===== src/rtl/occupancy_certainty_merge_defines.svh =====
// Assertion macros used by the occupancy merge controller.
`ifndef OCCUPANCY_CERTAINTY_MERGE_DEFINES_SVH
`define OCCUPANCY_CERTAINTY_MERGE_DEFINES_SVH

// Same-cycle implication, held off during reset.
`define OCM_ASSERT_IMP(label, clk, rst_n, a, b) \
  label: assert property (@(posedge clk) disable iff (!(rst_n)) (a) |-> (b)) \
    else $error("ocm assertion failed");

// Next-cycle implication, held off during reset.
`define OCM_ASSERT_NXT(label, clk, rst_n, a, b) \
  label: assert property (@(posedge clk) disable iff (!(rst_n)) (a) |=> (b)) \
    else $error("ocm assertion failed");

`endif


===== src/rtl/ocm_pkg.sv =====
// Types and constants of the occupancy certainty merge block.
`default_nettype none
package ocm_pkg;

  localparam int unsigned PixW      = 8;
  localparam int unsigned CountW    = 13;
  localparam int unsigned SumW      = 21;
  localparam int unsigned FracBits  = 8;
  localparam int unsigned AvgW      = 17;
  localparam int unsigned DivW      = SumW + FracBits;
  localparam int unsigned DivCntW   = $clog2(DivW);
  localparam int unsigned InDataW   = 16;
  localparam int unsigned OutDataW  = 40;

  localparam logic [PixW-1:0]    UnknownPixel = 8'd127;
  localparam logic [PixW-1:0]    DevBaseReset = 8'd128;
  localparam logic [CountW-1:0]  MaxPixels    = 13'd4096;
  localparam logic [DivCntW-1:0] DivLastStep  = DivCntW'(DivW - 1);

  typedef enum logic [1:0] {
    StIdle,
    StDiv,
    StWait
  } ocm_state_e;

  // Controller to datapath.
  typedef struct packed {
    logic take;        // input beat accepted
    logic start_div;   // accepted beat is the last one of the map
    logic load_total;  // move the finished average into the output register
  } ocm_cmd_t;

  // Datapath to controller.
  typedef struct packed {
    logic out_free;    // output register empty or being taken this cycle
    logic div_done;    // divider runs its final step this cycle
  } ocm_sts_t;

endpackage
`default_nettype wire


===== src/rtl/ocm_ctrl.sv =====
// Controller: input handshake and sequencing of the end-of-map division.
`default_nettype none
`include "occupancy_certainty_merge_defines.svh"
module ocm_ctrl (
  input  wire logic          clk_i,
  input  wire logic          rst_ni,
  input  wire logic          in_valid_i,
  input  wire logic          in_last_i,
  output logic               in_ready_o,
  input  wire ocm_pkg::ocm_sts_t sts_i,
  output ocm_pkg::ocm_cmd_t  cmd_o
);

  ocm_pkg::ocm_state_e state_q, state_d;

  always_ff @(posedge clk_i or negedge rst_ni) begin
    if (!rst_ni) begin
      state_q <= ocm_pkg::StIdle;
    end else begin
      state_q <= state_d;
    end
  end

  always_comb begin
    state_d = state_q;
    unique case (state_q)
      ocm_pkg::StIdle: begin
        if (in_valid_i && sts_i.out_free && in_last_i) state_d = ocm_pkg::StDiv;
      end
      ocm_pkg::StDiv: begin
        if (sts_i.div_done) state_d = ocm_pkg::StWait;
      end
      ocm_pkg::StWait: begin
        if (sts_i.out_free) state_d = ocm_pkg::StIdle;
      end
      default: state_d = ocm_pkg::StIdle;
    endcase
  end

  always_comb begin
    in_ready_o       = 1'b0;
    cmd_o            = '0;
    unique case (state_q)
      ocm_pkg::StIdle: begin
        in_ready_o      = sts_i.out_free;
        cmd_o.take      = in_valid_i && sts_i.out_free;
        cmd_o.start_div = in_valid_i && sts_i.out_free && in_last_i;
      end
      ocm_pkg::StDiv: begin
      end
      ocm_pkg::StWait: begin
        cmd_o.load_total = sts_i.out_free;
      end
      default: begin
      end
    endcase
  end

  `OCM_ASSERT_IMP(a_no_take_busy, clk_i, rst_ni, state_q != ocm_pkg::StIdle, !in_ready_o)
  `OCM_ASSERT_NXT(a_last_starts_div, clk_i, rst_ni, cmd_o.start_div, state_q == ocm_pkg::StDiv)
  `OCM_ASSERT_NXT(a_total_returns, clk_i, rst_ni, cmd_o.load_total, state_q == ocm_pkg::StIdle)
  `OCM_ASSERT_IMP(a_done_in_div, clk_i, rst_ni, sts_i.div_done, state_q == ocm_pkg::StDiv)

endmodule
`default_nettype wire


===== src/rtl/ocm_div.sv =====
// Restoring signed divider, one quotient bit per cycle, truncating toward zero.
`default_nettype none
module ocm_div (
  input  wire logic                         clk_i,
  input  wire logic                         rst_ni,
  input  wire logic                         start_i,
  input  wire logic signed [ocm_pkg::SumW-1:0]   sum_i,
  input  wire logic [ocm_pkg::CountW-1:0]        count_i,
  output logic                              done_o,
  output logic signed [ocm_pkg::AvgW-1:0]   avg_o
);

  logic                             busy_q;
  logic [ocm_pkg::DivCntW-1:0]      cnt_q;
  logic                             neg_q;
  logic [ocm_pkg::CountW-1:0]       divisor_q;
  logic [ocm_pkg::CountW-1:0]       rem_q;
  logic [ocm_pkg::DivW-1:0]         quo_q;
  logic [ocm_pkg::SumW-1:0]         mag;
  logic [ocm_pkg::CountW:0]         trial;
  logic [ocm_pkg::CountW+1:0]       diff;
  logic                             ge;
  logic [ocm_pkg::DivW-1:0]         quo_signed;

  assign mag   = sum_i[ocm_pkg::SumW-1] ? (~sum_i + 1'b1) : sum_i;
  assign trial = {rem_q, quo_q[ocm_pkg::DivW-1]};
  assign diff  = {1'b0, trial} - {2'b00, divisor_q};
  assign ge    = !diff[ocm_pkg::CountW+1];

  always_ff @(posedge clk_i or negedge rst_ni) begin
    if (!rst_ni) begin
      busy_q <= 1'b0;
      cnt_q  <= '0;
    end else if (start_i) begin
      busy_q <= 1'b1;
      cnt_q  <= '0;
    end else if (busy_q) begin
      cnt_q <= cnt_q + 1'b1;
      if (cnt_q == ocm_pkg::DivLastStep) busy_q <= 1'b0;
    end
  end

  always_ff @(posedge clk_i) begin
    if (start_i) begin
      neg_q     <= sum_i[ocm_pkg::SumW-1];
      divisor_q <= (count_i == '0) ? ocm_pkg::CountW'(1) : count_i;
      rem_q     <= '0;
      quo_q     <= {mag, {ocm_pkg::FracBits{1'b0}}};
    end else if (busy_q) begin
      rem_q <= ge ? diff[ocm_pkg::CountW-1:0] : trial[ocm_pkg::CountW-1:0];
      quo_q <= {quo_q[ocm_pkg::DivW-2:0], ge};
    end
  end

  assign done_o     = busy_q && (cnt_q == ocm_pkg::DivLastStep);
  assign quo_signed = neg_q ? (~quo_q + 1'b1) : quo_q;
  assign avg_o      = quo_signed[ocm_pkg::AvgW-1:0];

endmodule
`default_nettype wire


===== src/rtl/ocm_dp.sv =====
// Datapath: pixel merge, accumulators, deviation register and output register.
`default_nettype none
module ocm_dp (
  input  wire logic                          clk_i,
  input  wire logic                          rst_ni,
  input  wire logic                          cfg_valid_i,
  input  wire logic [ocm_pkg::PixW-1:0]      cfg_data_i,
  input  wire logic [ocm_pkg::PixW-1:0]      new_pixel_i,
  input  wire logic [ocm_pkg::PixW-1:0]      map_pixel_i,
  input  wire ocm_pkg::ocm_cmd_t             cmd_i,
  output ocm_pkg::ocm_sts_t                  sts_o,
  input  wire logic                          out_ready_i,
  output logic                               out_valid_o,
  output logic                               out_last_o,
  output logic [ocm_pkg::PixW-1:0]           merged_pixel_o,
  output logic                               write_map_o,
  output logic [ocm_pkg::CountW-1:0]         changed_count_o,
  output logic signed [ocm_pkg::AvgW-1:0]    avg_o
);

  logic [ocm_pkg::PixW-1:0]          dev_base_q;
  logic [ocm_pkg::CountW-1:0]        count_q, acc_count;
  logic signed [ocm_pkg::SumW-1:0]   sum_q, acc_sum;
  logic [ocm_pkg::PixW-1:0]          c_new, c_map;
  logic                              replace, upd;
  logic signed [ocm_pkg::PixW:0]     contrib;
  logic [ocm_pkg::PixW-1:0]          merged;
  logic [ocm_pkg::PixW-1:0]          hold_pix_q;
  logic                              hold_wr_q;
  logic                              out_valid_q;
  logic                              out_free;
  logic                              div_done;
  logic signed [ocm_pkg::AvgW-1:0]   div_avg;

  assign c_new   = (new_pixel_i >= ocm_pkg::UnknownPixel) ? (new_pixel_i - ocm_pkg::UnknownPixel)
                                                          : (ocm_pkg::UnknownPixel - new_pixel_i);
  assign c_map   = (map_pixel_i >= ocm_pkg::UnknownPixel) ? (map_pixel_i - ocm_pkg::UnknownPixel)
                                                          : (ocm_pkg::UnknownPixel - map_pixel_i);
  assign replace = c_new > c_map;
  assign upd     = replace && (new_pixel_i != ocm_pkg::UnknownPixel)
                   && (count_q < ocm_pkg::MaxPixels);
  assign contrib = $signed({1'b0, dev_base_q}) - $signed({1'b0, c_new});
  assign merged  = replace ? new_pixel_i : map_pixel_i;

  assign acc_count = upd ? (count_q + 1'b1) : count_q;
  assign acc_sum   = upd ? (sum_q + ocm_pkg::SumW'(contrib)) : sum_q;

  always_ff @(posedge clk_i or negedge rst_ni) begin
    if (!rst_ni) begin
      dev_base_q <= ocm_pkg::DevBaseReset;
      count_q    <= '0;
      sum_q      <= '0;
    end else begin
      if (cfg_valid_i) dev_base_q <= cfg_data_i;
      if (cmd_i.start_div) begin
        count_q <= '0;
        sum_q   <= '0;
      end else if (cmd_i.take) begin
        count_q <= acc_count;
        sum_q   <= acc_sum;
      end
    end
  end

  // Park the merge result of the last beat while the average is computed.
  always_ff @(posedge clk_i) begin
    if (cmd_i.start_div) begin
      hold_pix_q <= merged;
      hold_wr_q  <= replace;
    end
  end

  ocm_div u_div (
    .clk_i   (clk_i),
    .rst_ni  (rst_ni),
    .start_i (cmd_i.start_div),
    .sum_i   (acc_sum),
    .count_i (acc_count),
    .done_o  (div_done),
    .avg_o   (div_avg)
  );

  logic [ocm_pkg::CountW-1:0] total_count_q;

  always_ff @(posedge clk_i) begin
    if (cmd_i.start_div) total_count_q <= acc_count;
  end

  assign out_free = !out_valid_q || out_ready_i;

  always_ff @(posedge clk_i or negedge rst_ni) begin
    if (!rst_ni) begin
      out_valid_q <= 1'b0;
    end else if ((cmd_i.take && !cmd_i.start_div) || cmd_i.load_total) begin
      out_valid_q <= 1'b1;
    end else if (out_ready_i) begin
      out_valid_q <= 1'b0;
    end
  end

  always_ff @(posedge clk_i) begin
    if (cmd_i.load_total) begin
      merged_pixel_o  <= hold_pix_q;
      write_map_o     <= hold_wr_q;
      out_last_o      <= 1'b1;
      changed_count_o <= total_count_q;
      avg_o           <= div_avg;
    end else if (cmd_i.take && !cmd_i.start_div) begin
      merged_pixel_o  <= merged;
      write_map_o     <= replace;
      out_last_o      <= 1'b0;
      changed_count_o <= '0;
      avg_o           <= '0;
    end
  end

  assign out_valid_o    = out_valid_q;
  assign sts_o.out_free = out_free;
  assign sts_o.div_done = div_done;

endmodule
`default_nettype wire


===== src/rtl/occupancy_certainty_merge.sv =====
// Top level of the occupancy certainty merge block.
// Usage:
//   Slave stream s_axis carries one pixel pair per beat; s_axis_tlast_i marks the
//   final pixel of a local map. Master stream m_axis returns one result beat per
//   input beat, in order; m_axis_tlast_o flags the beat that carries the totals.
//   The cfg channel writes deviation_base; cfg_ready_o is always high. Write it
//   only while no beat is in flight.
// Timing:
//   Ordinary beats leave in the cycle after acceptance through the output register,
//   one beat per cycle while the sink keeps up.
//   The last beat of a map starts a one-bit-per-cycle restoring divider for the
//   average; its result enters the output register after 29 divider steps, once
//   that register is free, and s_axis_tready_o is low meanwhile.
// Reset:
//   Clears the count and sum, loads deviation_base with 128, empties the output.
// Stalls:
//   While m_axis_tready_i is low and a result waits, s_axis_tready_o drops and
//   the result holds; no beat is lost.
`default_nettype none
module occupancy_certainty_merge (
  input  wire logic                          clk_i,
  input  wire logic                          rst_ni,
  input  wire logic                          cfg_valid_i,
  output logic                               cfg_ready_o,
  input  wire logic [ocm_pkg::PixW-1:0]      cfg_data_i,     // deviation_base
  input  wire logic                          s_axis_tvalid_i,
  output logic                               s_axis_tready_o,
  // [7:0] new_pixel, [15:8] map_pixel
  input  wire logic [ocm_pkg::InDataW-1:0]   s_axis_tdata_i,
  input  wire logic                          s_axis_tlast_i, // is_last
  output logic                               m_axis_tvalid_o,
  input  wire logic                          m_axis_tready_i,
  // [7:0] merged_pixel, [8] write_map, [21:9] changed_count,
  // [38:22] avg_deviation_q8, [39] zero
  output logic [ocm_pkg::OutDataW-1:0]       m_axis_tdata_o,
  output logic                               m_axis_tlast_o  // last_out
);

  ocm_pkg::ocm_cmd_t cmd;
  ocm_pkg::ocm_sts_t sts;

  logic [ocm_pkg::PixW-1:0]        merged_pixel;
  logic                            write_map;
  logic [ocm_pkg::CountW-1:0]      changed_count;
  logic signed [ocm_pkg::AvgW-1:0] avg;

  assign cfg_ready_o = 1'b1;

  ocm_ctrl u_ctrl (
    .clk_i      (clk_i),
    .rst_ni     (rst_ni),
    .in_valid_i (s_axis_tvalid_i),
    .in_last_i  (s_axis_tlast_i),
    .in_ready_o (s_axis_tready_o),
    .sts_i      (sts),
    .cmd_o      (cmd)
  );

  ocm_dp u_dp (
    .clk_i           (clk_i),
    .rst_ni          (rst_ni),
    .cfg_valid_i     (cfg_valid_i),
    .cfg_data_i      (cfg_data_i),
    .new_pixel_i     (s_axis_tdata_i[7:0]),
    .map_pixel_i     (s_axis_tdata_i[15:8]),
    .cmd_i           (cmd),
    .sts_o           (sts),
    .out_ready_i     (m_axis_tready_i),
    .out_valid_o     (m_axis_tvalid_o),
    .out_last_o      (m_axis_tlast_o),
    .merged_pixel_o  (merged_pixel),
    .write_map_o     (write_map),
    .changed_count_o (changed_count),
    .avg_o           (avg)
  );

  assign m_axis_tdata_o = {1'b0, avg, changed_count, write_map, merged_pixel};

endmodule
`default_nettype wire


===== config.mk =====
export PLATFORM = sky130hd
export DESIGN_NAME = occupancy_certainty_merge
export DESIGN_NICKNAME = d
export VERILOG_FILES = /design/src/rtl/ocm_pkg.sv /design/src/rtl/ocm_ctrl.sv /design/src/rtl/ocm_div.sv /design/src/rtl/ocm_dp.sv /design/src/rtl/occupancy_certainty_merge.sv
export VERILOG_INCLUDE_DIRS = /design/src /design/src/rtl
export SDC_FILE = /design/constraint.sdc
export NUM_CORES = 1
export LEC_CHECK = 0
export BUFFER_PORTS_ARGS = -buffer_cell sky130_fd_sc_hd__buf_2
export CAP_MARGIN = 30
export CORE_MARGIN = 2
export CORE_UTILIZATION = 62
export DETAILED_ROUTE_END_ITERATION = 12
export PLACE_DENSITY = 0.83
export SETUP_SLACK_MARGIN = 0.02
export SLEW_MARGIN = 0
export SYNTH_ARGS = -nofsm -noshare
export SYNTH_HDL_FRONTEND = slang
export SYNTH_SLANG_ARGS = --single-unit

===== constraint.sdc =====
create_clock -name clk_i -period 6.6 [get_ports clk_i]
set_input_delay 0 -clock clk_i [delete_from_list [all_inputs] [get_ports clk_i]]
set_output_delay 0 -clock clk_i [all_outputs]
set_load 0.005 [all_outputs]

==> flow_summary.json, run 1 <==
{
  "finalSetupViolCount": 0,
  "timing.final.ws_setup_ns": 0.543,
  "rows": 48,
  "grt_pass1_wl_um": 39100,
  "tns_ns": 0,
  "ioPinCount": 74,
  "grtUsageTotal_pct": 26.8,
  "tightest_slew_ns": 0.941,
  "root_buffer": "clkbuf_16",
  "powerDensity_mw_per_mm2": 441,
  "status": "completed",
  "route.met3.wl_um": 1280,
  "multi_input_area_mm2": 0.00566,
  "drv_cap": 0,
  "clock_path_buffers": 2,
  "total_power_w": 0.00534,
  "synth_edf_count": 96,
  "cts_tree": "done",
  "routed_wl_um": 24000,
  "cts_sinks": 169,
  "clkSlewWorstSetupHoldPaths_ns": 0.07,
  "slew_headroom_pct": 37.1,
  "yosys.cell_types.count": 93,
  "hold_ws_ns": 0.0289,
  "wl_met1_um": 10900,
  "drtPass1Iterations": 6,
  "cts_buffers": 17,
  "n_antenna_cell": 0,
  "crit_fanout": 17,
  "period_needed_ns": 6.06,
  "synthArstFlopShare_pct": 30.2,
  "antenna_found_initial": 0,
  "wl_per_cell_um": 17.0,
  "path_class": "in -> reg",
  "wl_met2_um": 11400,
  "die-width_um": 135,
  "place_congestion": 0.848,
  "p_leak_nw": 5.13,
  "post_cts_buffers": 0,
  "vias": 8596,
  "coreArea_mm2": 0.0171,
  "gr-total-overflow": 0,
  "hp-start": "s_axis_tdata_i[14]",
  "hpwl_um": 16300,
  "ys_ff_latch": 169,
  "syn_to_final_growth_pct": 13.1,
  "pre_cts_ws_ns": 0.398,
  "power.share.clock_pct": 20.3,
  "max_freq_mhz": 165,
  "grt_max_degree": 61,
  "rsz0062_at_grt": "no",
  "timing.rr.start": "u_dp.dev_base_q[0]",
  "avgViaCountPerCell": 6.09,
  "syn_avg_cell_area_um2": 9.76,
  "period_share_pct": 91.8,
  "endpoint_kind": "register",
  "synthesis.nets": 1179,
  "top_layer": "met4",
  "cp.arrival_ns": 6.21,
  "grt_pass1_vias": 7953,
  "clkLatencyLatePin_ns": 0.43,
  "fin_skew_ns": 0.00764,
  "nets": 1257,
  "dieArea_mm2": 0.0183,
  "cts-htree-levels": 4,
  "initial_core_util_pct": 62.7,
  "drtIter0Drc": 675,
  "holdCritPathClass": "in -> reg",
  "critPathLaunchType": "input pin",
  "slew_violations": 0,
  "synth_warnings": 0,
  "p_seq_share_pct": 32.0,
  "layout_common_cells": "104 x nand2_1, 96 x edfxtp_1, 86 x nor2_1",
  "cp.required_ns": 6.76,
  "ir_drop_mv": 0.332,
  "ys_seq_area_share_pct": 43.0,
  "net-switching-power_w": 0.00217,
  "intPower_w": 0.00317,
  "syn_area_mm2": 0.0107,
  "drive_above_1_share_pct": 14.7,
  "die_h_um": 135,
  "final_antenna_net_count": 0,
  "synth_flop_cell": "edfxtp_1",
  "layout_commonest_cell": "nand2_1",
  "io_buffer_count": 71,
  "n_fill_cell": 1244,
  "drc": 0,
  "crit_start": "s_axis_tdata_i[4]",
  "p_comb_share_pct": 47.7,
  "final-seq-area_mm2": 0.00460,
  "p_sw_share_pct": 40.6,
  "hold_viol_final": 0,
  "synthCells": 1096
}
-- worst max-delay path, stage by stage --
cell and delay [ns]:
dlygate4sd3_1 0.53, buf_2 0.15, and3_1 0.22, a211oi_1 0.27, or2_2 0.20, inv_1 0.07, fa_1 0.44, maj3_1 0.37
maj3_2 0.36, a31oi_4 0.21, o21ai_2 0.12, inv_1 0.31, ha_1 0.28, nand2_1 0.07, or3_1 0.41, a211oi_1 0.45
o31a_1 0.26, a31oi_1 0.09, a21oi_1 0.26, xnor2_2 0.16, nor3b_4 0.17, buf_4 0.21, nor2_4 0.22, mux2i_1 0.29
o21ai_0 0.10
-- final cells by class --
| type | count | area share [%] |
|---|---|---|
| Timing Repair Buffer | 107 | 5.89 |
| Multi-Input combinational cell | 822 | 46.7 |
| Clock inverter | 14 | 1.72 |
| Inverter | 57 | 1.77 |
| Tap cell | 225 | 2.33 |
| Clock buffer | 18 | 3.55 |
| Sequential cell | 169 | 38.0 |
-- cell families after synthesis --
family,after synthesis,share of synthesized area [%]
AND/OR/NAND/NOR,361,16.6
flip-flops,169,43.0
other,2,0.0702
buffers and inverters,105,4.17
multiplexers,52,5.18
AO/OA/AOI/OAI,253,16.1
XOR/XNOR,96,8.00
adder cells (fa/ha/maj),58,6.91
-- per-layer routing --
metal  up-vias  GRT usage [%]
li1       4157              -
met1      4126           38.3
met2       281           42.4
met3        32           4.75
met5         -              0
met4         0           7.52
-- synth_stat cells, drive strengths merged, types with 6 or more instances --
cell    instances  share of area (%)
nor2b           9               0.53
o31ai          12               0.84
mux2           27                2.8
nand4           7               0.41
xnor2          62                5.2
nand2         105                3.7
o21ai         102                4.9
and3           25                1.5
edfxtp         96                 27
mux2i          25                2.3
xor2           34                2.8
a211oi         11               0.87
or3             7               0.41
inv            56                2.0
a31oi          15                1.0
and2            7               0.41
a21boi          7               0.60
nand3          46                2.2
o21a            9               0.63
a22o           10               0.82
a21o            6               0.42
dfxtp          22                4.1
dfrtp          50                 12
o211ai          6               0.55
nor4            9               0.53
buf            17                1.1
clkbuf         31                1.1
a21oi          29                1.4
ha             50                5.8
nor2           90                3.3
nor3           27                1.4
-- sequential cells by signal, indices dropped and copies added, names as in the netlist, 2 cells and up --
signal,flops
u_dp.sum_q,21
u_dp.hold_pix_q,8
u_dp.u_div.quo_q,29
u_dp.dev_base_q,8
u_dp.changed_count_o,13
u_dp.avg_o,17
u_dp.u_div.rem_q,13
u_ctrl.state_q,2
u_dp.count_q,13
u_dp.total_count_q,13
u_dp.merged_pixel_o,8
u_dp.u_div.divisor_q,13
u_dp.u_div.cnt_q,5
-- final timing paths --
path | cells past startpoint | slack (ns) | to
min in group asynchronous | 3 | 0.23 | u_dp.sum_q[19]
max in group asynchronous | 3 | 5.81 | u_dp.u_div.busy_q
max reg2reg | 22 | 0.91 | u_dp.u_div.quo_q[9]
min reg2reg | 2 | 0.44 | u_dp.out_last_o
max | 25 | 0.54 | u_dp.u_div.quo_q[9]
min | 2 | 0.03 | u_dp.hold_pix_q[6]
-- power by group through the flow --
| stage | logic (W) | clock network (W) | registers, W |
|---|---|---|---|
| 4_1_cts | 0.00247 | 0.00109 | 0.00174 |
| 5_1_grt | 0.00283 | 0.00113 | 0.00174 |
| 6_report | 0.00254 | 0.00108 | 0.00171 |
| 3_5_place_dp | 0.00241 | 0 | 0.00176 |
| 2_1_floorplan | 0.00198 | 0 | 0.00164 |
| 3_3_place_gp | 0.00233 | 0 | 0.00174 |
-- through the flow --
| stage | instances | util (%) | cell area [µm²] |
|---|---|---|---|
| global placement | 1353 | 65.5 | 11200 |
| global route | 1412 | 71.0 | 12100 |
| CTS | 1411 | 70.8 | 12100 |
| finish | 1412 | 71.0 | 12100 |
| floorplan | 1096 | - | 10700 |
| detailed placement | 1354 | 65.6 | 11200 |
-- repair_timing --
item / CTS / global route
resized for setup: 0 / 1
endpoints found under the setup margin: 0 / 1
hold buffers: 25 / 0
hold endpoints to repair: 64 / 0
Note: power is estimated with default switching activity, not from simulation.
==> inputs of run 2 (changes only) <==
Settings changed: CORE_ASPECT_RATIO from default to 1.5.
==> flow_summary.json, run 2 (same netlist as run 1, synthesis figures left out) <==
{
  "status": "completed",
  "cts_buffers": 17,
  "period_share_pct": 91.7,
  "clkLatencyLatePin_ns": 0.44,
  "drtIter0Drc": 690,
  "drc": 0,
  "final_antenna_net_count": 0,
  "postCtsHoldBufs": 27,
  "wl_per_cell_um": 17.2,
  "slew_violations": 0,
  "ioPinCount": 74,
  "drtPass1Iterations": 6,
  "coreArea_mm2": 0.0168,
  "cp.arrival_ns": 6.35,
  "grtUsageTotal_pct": 26.5,
  "period_needed_ns": 6.05,
  "finalSetupViolCount": 0,
  "initial_core_util_pct": 63.6,
  "critPathLaunchType": "input pin",
  "grt_pass1_wl_um": 39500,
  "largest_reg_flops": 29,
  "rows": 58,
  "grt_pass1_vias": 8245,
  "layout_common_cells": "104 x nand2_1, 96 x edfxtp_1, 86 x nor2_1",
  "hpwl_um": 16900,
  "fin_skew_ns": 0.0113,
  "io_buffer_count": 71,
  "post_cts_buffers": 0,
  "post_cts_resized": 0,
  "placed_area_mm2": 0.0112,
  "antenna_found_initial": 0,
  "powerDensity_mw_per_mm2": 437,
  "max_freq_mhz": 165,
  "cts_sinks": 169,
  "grt_max_degree": 60,
  "cts-htree-levels": 4,
  "die_h_um": 165,
  "n_fill_cell": 1230,
  "layout_commonest_cell": "nand2_1",
  "die-width_um": 111,
  "root_buffer": "clkbuf_16",
  "nets": 1261,
  "p_leak_nw": 5.15,
  "dpl.cell_count": 1341,
  "cp.required_ns": 6.90,
  "tightest_slew_ns": 0.960,
  "final_cells": 1401,
  "regMostFlops": "u_dp.u_div.quo_q",
  "clock_path_buffers": 2,
  "endpoint_kind": "register",
  "clkSlewWorstSetupHoldPaths_ns": 0.06,
  "path_class": "in -> reg",
  "hold_viol_final": 0,
  "drv_cap": 0,
  "fin_area_mm2": 0.0121,
  "tns_ns": 0,
  "slew_headroom_pct": 35.8,
  "top_regs": "u_dp.u_div.quo_q x29, u_dp.sum_q x21, u_dp.avg_o x17",
  "drive_above_1_share_pct": 14.9,
  "vias": 8553,
  "crit_fanout": 17,
  "syn_to_final_growth_pct": 13.1,
  "ir_drop_mv": 0.395,
  "dieArea_mm2": 0.0183,
  "cts_tree": "done",
  "place_congestion": 0.896,
  "rsz0062_at_grt": "no",
  "gr-total-overflow": 0,
  "avgViaCountPerCell": 6.10,
  "n_antenna_cell": 0,
  "routed_wl_um": 24200,
  "holdCritPathClass": "in -> reg"
}
-- run 2: cell count changes in the layout (fill, tap and decap cells not counted), sizes merged --
cell         before  now
bufinv            4    3
inv              64   63
buf              82   84
clkinvlp          1    0
clkinv            2    5
dlygate4sd3      25   27
-- run 2: critical path, cell delays in order --
cell	delay [ns]
dlygate4sd3_1	0.52
buf_2	0.14
and3_1	0.29
a211oi_1	0.13
or2_2	0.34
inv_1	0.11
ha_1	0.23
a221oi_1	0.29
nor2_1	0.11
maj3_1	0.37
a21oi_1	0.22
o21bai_1	0.11
a21oi_1	0.18
xnor2_1	0.17
ha_1	0.29
nor3_1	0.08
or3_1	0.41
a211oi_1	0.46
o31a_1	0.25
a31oi_1	0.09
a21oi_1	0.27
xnor2_2	0.20
nor3b_4	0.22
buf_4	0.26
nor2_4	0.08
nor4_1	0.35
a31o_1	0.18
-- run 2: power breakdown --
group / internal, W / switching [W] / leakage (nW)
Combinational: 0.00108 / 0.00146 / 3.06
Clock: 0.000614 / 0.000436 / 0.306
Sequential: 0.00145 / 0.000251 / 1.77
Total: 0.00315 / 0.00214 / 5.15
-- run 2: area by class of cell --
cell class,instances,area [µm²],area share (%)
repair buffers,111,748,6.18
well taps,210,263,2.17
flip-flops and latches,169,4600,38.0
clock inverters,14,180,1.49
inverters,57,214,1.77
multi-input cells,822,5660,46.7
clock buffers,18,439,3.63
-- run 2: path summary, 6_finish.rpt --
kind / slack [ns] / from / end / depth (start not counted)
worst max-delay path: 0.55 / s_axis_tdata_i[4] / u_dp.u_div.quo_q[28] / 27
worst min-delay path: 0.04 / s_axis_tdata_i[8] / u_dp.hold_pix_q[0] / 3
max in group asynchronous: 5.85 / rst_ni / u_dp.count_q[1] / 3
worst max register to register: 1.09 / u_dp.dev_base_q[0] / u_dp.u_div.quo_q[28] / 22
worst min register to register: 0.46 / u_dp.out_last_o / u_dp.out_last_o / 2
min in group asynchronous: 0.22 / rst_ni / u_ctrl.state_q[1] / 3
-- run 2: routing by layer --
metal	track usage [%]	up-vias	share of wire, %
li1	-	4150	-
met5	0	-	0
met3	3.93	44	3.2
met1	31.0	4165	41
met4	10.3	0	2.8
met2	49.0	194	53
-- run 2: stage by stage --
step | hold slack (ns) | utilization, % | total power (W) | setup WS, ns
floorplan | -0.296 | - | 0.00362 | 1.20
global placement | 0.176 | 66.4 | 0.00407 | 0.637
detailed placement | 0.182 | 66.5 | 0.00417 | 0.511
CTS | 0.0114 | 71.8 | 0.00526 | 0.649
global route | 0.0284 | 71.9 | 0.00566 | 0.139
finish | 0.0360 | 71.9 | 0.00529 | 0.548
